File: config.mk
export PLATFORM = sky130hd
export DESIGN_NAME = gjec_cell
export DESIGN_NICKNAME = d
export VERILOG_FILES = /design/src/hdl/gjec_pkg.sv /design/src/hdl/gjec_cell.sv
export SDC_FILE = /design/constraint.sdc
export NUM_CORES = 1
export LEC_CHECK = 0
export BUFFER_PORTS_ARGS = -buffer_cell sky130_fd_sc_hd__buf_2
export CELL_PAD_IN_SITES_DETAIL_PLACEMENT = 0
export CELL_PAD_IN_SITES_GLOBAL_PLACEMENT = 1
export CORE_AREA = 5 5 261 263
export DETAILED_ROUTE_END_ITERATION = 10
export DIE_AREA = 0 0 266 268
export PLACE_DENSITY = 0.48
export SETUP_SLACK_MARGIN = 0.5
export SLEW_MARGIN = 20
export SYNTH_ARGS = -nofsm -noshare
export SYNTH_HDL_FRONTEND = slang
export SYNTH_SLANG_ARGS = --single-unit
File: constraint.sdc
create_clock -name clk_i -period 1.9 [get_ports clk_i]
set_input_delay 0.285 -clock clk_i [delete_from_list [all_inputs] [get_ports clk_i]]
set_output_delay 0.285 -clock clk_i [all_outputs]
set_load 0.01 [all_outputs]
File: src/hdl/gjec_pkg.sv
`timescale 1ns / 1ps
// Package for the GPU job event correlator.
// Holds sizes, event and status codes and the pending-entry type; no dependencies.
package gjec_pkg;

  localparam int unsigned PendingEntries = 16;
  localparam int unsigned Timelines      = 16;
  localparam int unsigned MaxDepth       = 16;
  localparam int unsigned PendW  = $clog2(PendingEntries);
  localparam int unsigned RowW   = $clog2(MaxDepth);
  localparam int unsigned CountW = $clog2(MaxDepth + 1);
  localparam int unsigned TlIdxW = (Timelines > 1) ? $clog2(Timelines) : 1;
  localparam int unsigned RamDepth = Timelines * MaxDepth;
  localparam int unsigned RamAddrW = $clog2(RamDepth);
  localparam logic [31:0] SlackReset = 32'd1000000;

  typedef enum logic [1:0] {
    ActSubmit   = 2'd0,
    ActSchedule = 2'd1,
    ActFence    = 2'd2,
    ActUnused   = 2'd3
  } action_e;

  typedef enum logic [1:0] {
    StsDone     = 2'd0,
    StsOverflow = 2'd1,
    StsDropped  = 2'd2
  } status_e;

  typedef enum logic [2:0] {
    StIdle,
    StSearch,
    StUpdate,
    StRowRead,
    StRowCheck,
    StRowWrite,
    StEmit
  } state_e;

  typedef struct packed {
    logic [2:0]  have;
    logic [31:0] ctx;
    logic [31:0] seq;
    logic [3:0]  tl;
    logic [21:0] thread;
    logic [63:0] t_submit;
    logic [63:0] t_sched;
    logic [63:0] t_fence;
  } entry_t;

  // Search token carried along the cell chain.
  typedef struct packed {
    logic            hit;
    logic [PendW:0]  slot;
    logic            free_ok;
    logic [PendW:0]  free_slot;
  } token_t;

endpackage

File: src/hdl/gjec_cell.sv
`timescale 1ns / 1ps
// One pending-table cell: holds one entry and compares the key on the passing token.
// Depends on gjec_pkg.
module gjec_cell (
  input  logic                        clk_i,
  input  logic                        rst_ni,
  input  logic [gjec_pkg::PendW:0]    idx_i,
  input  logic [31:0]                 ctx_i,
  input  logic [31:0]                 seq_i,
  input  logic [3:0]                  tl_i,
  input  gjec_pkg::token_t            tok_i,
  output gjec_pkg::token_t            tok_o,
  input  logic                        we_i,
  input  gjec_pkg::entry_t            wdata_i,
  output gjec_pkg::entry_t            entry_o
);
  import gjec_pkg::*;

  logic [2:0] have_q;
  entry_t  dat_q;
  token_t  tok_d, tok_q;

  always_comb begin
    tok_d = tok_i;
    if (have_q != 3'd0) begin
      if (!tok_i.hit && dat_q.ctx == ctx_i && dat_q.seq == seq_i && dat_q.tl == tl_i) begin
        tok_d.hit  = 1'b1;
        tok_d.slot = idx_i;
      end
    end else if (!tok_i.free_ok) begin
      tok_d.free_ok   = 1'b1;
      tok_d.free_slot = idx_i;
    end
  end

  always_ff @(posedge clk_i or negedge rst_ni) begin
    if (!rst_ni) begin
      have_q <= 3'd0;
      tok_q  <= '0;
    end else begin
      tok_q <= tok_d;
      if (we_i) begin
        have_q <= wdata_i.have;
      end
    end
  end

  always_ff @(posedge clk_i) begin
    if (we_i) begin
      dat_q <= wdata_i;
    end
  end

  always_comb begin
    entry_o      = dat_q;
    entry_o.have = have_q;
  end

  assign tok_o = tok_q;

endmodule
== Word level (Yosys, flattened, before mapping) ==
Cells that the tools add are included.
Word-level totals
  bits in registers: 297
  bits of input ports: 373
  output and inout port bits: 297
  logic and storage cells: 24
Operators by class
  eq/ne operators: 3
  muxes and demuxes: 4
  reduce and logical (&&, ||, !) cells: 5
Operator list (number)
  32-bit equality test: 2
  6-bit two-way mux: 3
  5-bit two-way mux: 1
  4-bit equality test: 1
  1-bit logical AND: 3
  3-bit nonzero test: 1
  1-bit logical NOT: 1

== Logic depth before layout (Yosys ltp) ==
  word-level depth: 6
  depth in mapped cells: 6
  gate-level depth less buffers: 6

== Worst setup path before layout ==
Ideal clock, no wire load.
  kind: flip-flop to flip-flop
  from: register dat_q, in the netlist entry_o[275]
  to: register tok_q, in the netlist tok_o[10]
  setup time: 0.125 ns
  arrival: 1.862 ns
  data required time: 1.775 ns
  slack: -0.087 ns
  cell stages (with the launch flop): 7
  path buffers: 0
  period minus slack after synthesis: 1.987 ns
  path through: edfxtp_1 -> inv_1 -> o22ai_1 -> or4_1 -> nor4b_2 -> nand4_2 -> mux2_2
RTL lines
  start: declaration: line gjec_cell.sv:20  | entry_t dat_q;
  start signal: assignment: line gjec_cell.sv:50  | dat_q <= wdata_i;
  end signal: assignment: line gjec_cell.sv:41  | tok_q <= tok_d;
  end: declaration: line gjec_cell.sv:21  | token_t tok_d, tok_q;

==> flow_metrics.tcl <==
set metrics [dict create \
    relSlewSlack_pct 67.1 \
    avgViaCountPerCell 3.43 \
    die_w_um 266 \
    violations "setup timing" \
    syn_area_sq_um 9800 \
    io_pins 670 \
    grt_setup_unrepaired "yes" \
    antenna_found_initial 2 \
    yosys_warnings 0 \
    reg2reg_from "entry_o[217]" \
    place_congestion 0.902 \
    die-height_um 268 \
    syn_to_final_growth_pct 98.9 \
    syn-instance-count 415 \
    cts_buffers 36 \
    final.min_clock_period_ns 2.16 \
    num_rows 94 \
    clkSlewWorstSetupHoldPaths_ns 0.06 \
    ff2ff_path_depth 7 \
    drc 0 \
    hold_viol 0 \
    endpoint_kind "register" \
    cp-start-kind "register" \
    syn_avg_cell_area_sq_um 23.6 \
    ctsRootBufferMaster "clkbuf_16" \
    pre_cts_ws_ns -0.512 \
    worst_slew_pin_slew_ns 0.493 \
    fin_crit_sh_pct 114 \
    drt-initial-drc-count 267 \
    core_area_sq_um 65400 \
    drive_gt1_share_pct 52.4 \
    path_max_fanout 6 \
    fin_worst_skew_ns 0.00965 \
    worstPathArrival_ns 2.57 \
    clock_path_buffers 3 \
    hpwl_mm 31.1 \
    r2r_end "tok_o[7]" \
    start_util_pct 15.0 \
    utilization_pct 29.8 \
    wire_per_inst_um 17.1 \
    grt_usage_pct 10.5 \
    leakage_nw 8.20 \
    die-area_sq_um 71300 \
    ys_seq_elements 297 \
    critical_path_required_ns 2.31 \
    powerDensity_nw_per_um2 887 \
    clock_latency_ns 0.54 \
    overflow 0 \
    cts.sinks 297 \
    grt_max_degree 77 \
    numPortBuffers 669 \
    drt-total-wl_mm 40.3 \
    worst_slack_ns -0.259 \
    via_count 8083 \
    fin_total_pwr_mw 17.3 \
    outcome "finished, violations left" \
    grt_pass1_vias 9146 \
    slew_violations 0 \
    irDropWorstVdd_mv 0.747 \
    critPathKind "reg2reg" \
    drv_cap 0 \
    htreeDepth 2 \
    cp-startpoint "entry_o[217]" \
    r2r_setup_slack_ns -0.26 \
    synth-seq-area-share_pct 90.2 \
    max_freq_mhz 463 \
    first_pass_iters 6 \
    tritoncts "done" \
    synth_fp_nets 788 \
    fin_nets 1839 \
    setup_viol 6 \
    ant_nets 0 \
    crit_end "tok_o[7]" \
    grt_pass1_wl_mm 56.6 \
    min_from "wdata_i[269]" \
    hold_path_class "in2reg" \
    synth.distinct_cells 24 \
]
-- worst min path at each step --
stage / cells past startpoint / endpoint
2_1_floorplan: 0 / have_q[0]
3_3_place_gp: 1 / tok_o[0]
3_5_place_dp: 1 / tok_o[0]
4_1_cts: 1 / entry_o[269]
5_1_grt: 1 / entry_o[148]
6_report: 1 / entry_o[269]
-- cell usage after synthesis (all sizes together) --
| master | number | area [sq um] |
|---|---|---|
| nand4 | 10 | 68.8 |
| or3 | 1 | 6.26 |
| o221ai | 1 | 8.76 |
| a2bb2oi | 1 | 8.76 |
| nand2b | 3 | 18.8 |
| nor2 | 1 | 3.75 |
| o22ai | 2 | 12.5 |
| or4 | 1 | 7.51 |
| a221o | 1 | 10.0 |
| nand2 | 2 | 7.51 |
| or2b | 2 | 16.3 |
| mux2 | 13 | 146 |
| nor4b | 1 | 15.0 |
| nor4 | 8 | 50.1 |
| a222oi | 1 | 10.0 |
| dfrtp | 15 | 375 |
| o2111ai | 2 | 17.5 |
| edfxtp | 282 | 8470 |
| xnor2 | 33 | 289 |
| inv | 9 | 33.8 |
| a2111oi | 1 | 8.76 |
| xor2 | 25 | 219 |
-- repair_timing --
| item | CTS | global route |
|---|---|---|
| setup endpoints to repair | 122 | 171 |
| pin swaps | 6 | 0 |
| setup buffers | 0 | 3 |
| hold buffers | 302 | 0 |
| gates resized for setup | 88 | 54 |
| hold endpoints to repair | 311 | 0 |
-- state kept, by name, summed over array words and instances (netlist names) --
register	flops
tok_o	12
have_q	3
entry_o	282
-- per-layer routing --
layer / up-vias / GRT usage [%] / wire [um]
met3: 67 / 4.32 / 4120
met5: - / 0 / 0
met1: 3821 / 10.8 / 14000
met2: 446 / 19.0 / 20800
met4: 0 / 4.09 / 1390
li1: 3749 / - / -
-- critical path, cell delays in order (launching register included) --
cell and delay [ns]:
edfxtp_1 0.40, xor2_1 0.16, nor4_1 0.31, nand4_1 0.13, nor4_1 0.37, buf_4 0.22, nand4_4 0.14, mux2_2 0.32
-- per-stage QoR --
stage | cells | setup TNS, ns | instance area, sq um | hold slack, ns
final | 2359 | -1.31 | 19500 | 0.0401
after global routing | 2358 | -2.37 | 19500 | 0.0504
after CTS | 2354 | -1.87 | 19200 | 0.0363
after detailed placement | 1987 | -2.86 | 14600 | 0.212
after global placement | 1987 | -2.89 | 14600 | 0.213
after floorplan | 415 | -0.140 | 9830 | -0.0106
-- kinds of logic after synthesis --
| family | count (synthesis) | share of synthesized area [%] |
|---|---|---|
| AO/OA/AOI/OAI | 9 | 0.779 |
| XOR/XNOR | 58 | 5.18 |
| buffers and inverters | 9 | 0.345 |
| flip-flops | 297 | 90.2 |
| multiplexers | 13 | 1.49 |
| AND/OR/NAND/NOR | 29 | 1.98 |
-- report_power, final --
part	switching [mW]	internal, mW	total [mW]
Combinational	1.04	1.39	2.44
Sequential	0.233	7.75	7.98
Clock	2.79	4.07	6.86
-- layout by cell type, fill, tap and decap left out, types with 3 or more instances in the layout --
master         netlist  final
inv_1                9      9
buf_2                0    572
dlygate4sd3_1        0    302
xor2_1              25     25
clkinv_1             0      5
nand4_1              9      9
mux2_4               0      5
nor4_1               8      7
buf_6                0    107
clkinv_2             0      6
buf_4                0     27
clkbuf_1             0      8
xnor2_1             33     33
buf_12               0      4
edfxtp_1           282    282
dfrtp_1             15     15
nand2b_1             3      3
clkbuf_16            0     36
bufinv_16            0      4
mux2_2              13      8
-- layout make-up --
| cell class | instances | area, sq um |
|---|---|---|
| antenna | 2 | 5.00 |
| fill | 6588 | 45900 |
| timing repair buffer | 1013 | 7390 |
| inverter | 9 | 33.8 |
| sequential | 297 | 8840 |
| clock buffer | 44 | 931 |
| tap | 864 | 1080 |
| clock inverter | 21 | 239 |
| multi-input combinational | 109 | 972 |
No activity file was read; power rests on OpenSTA's default activity.
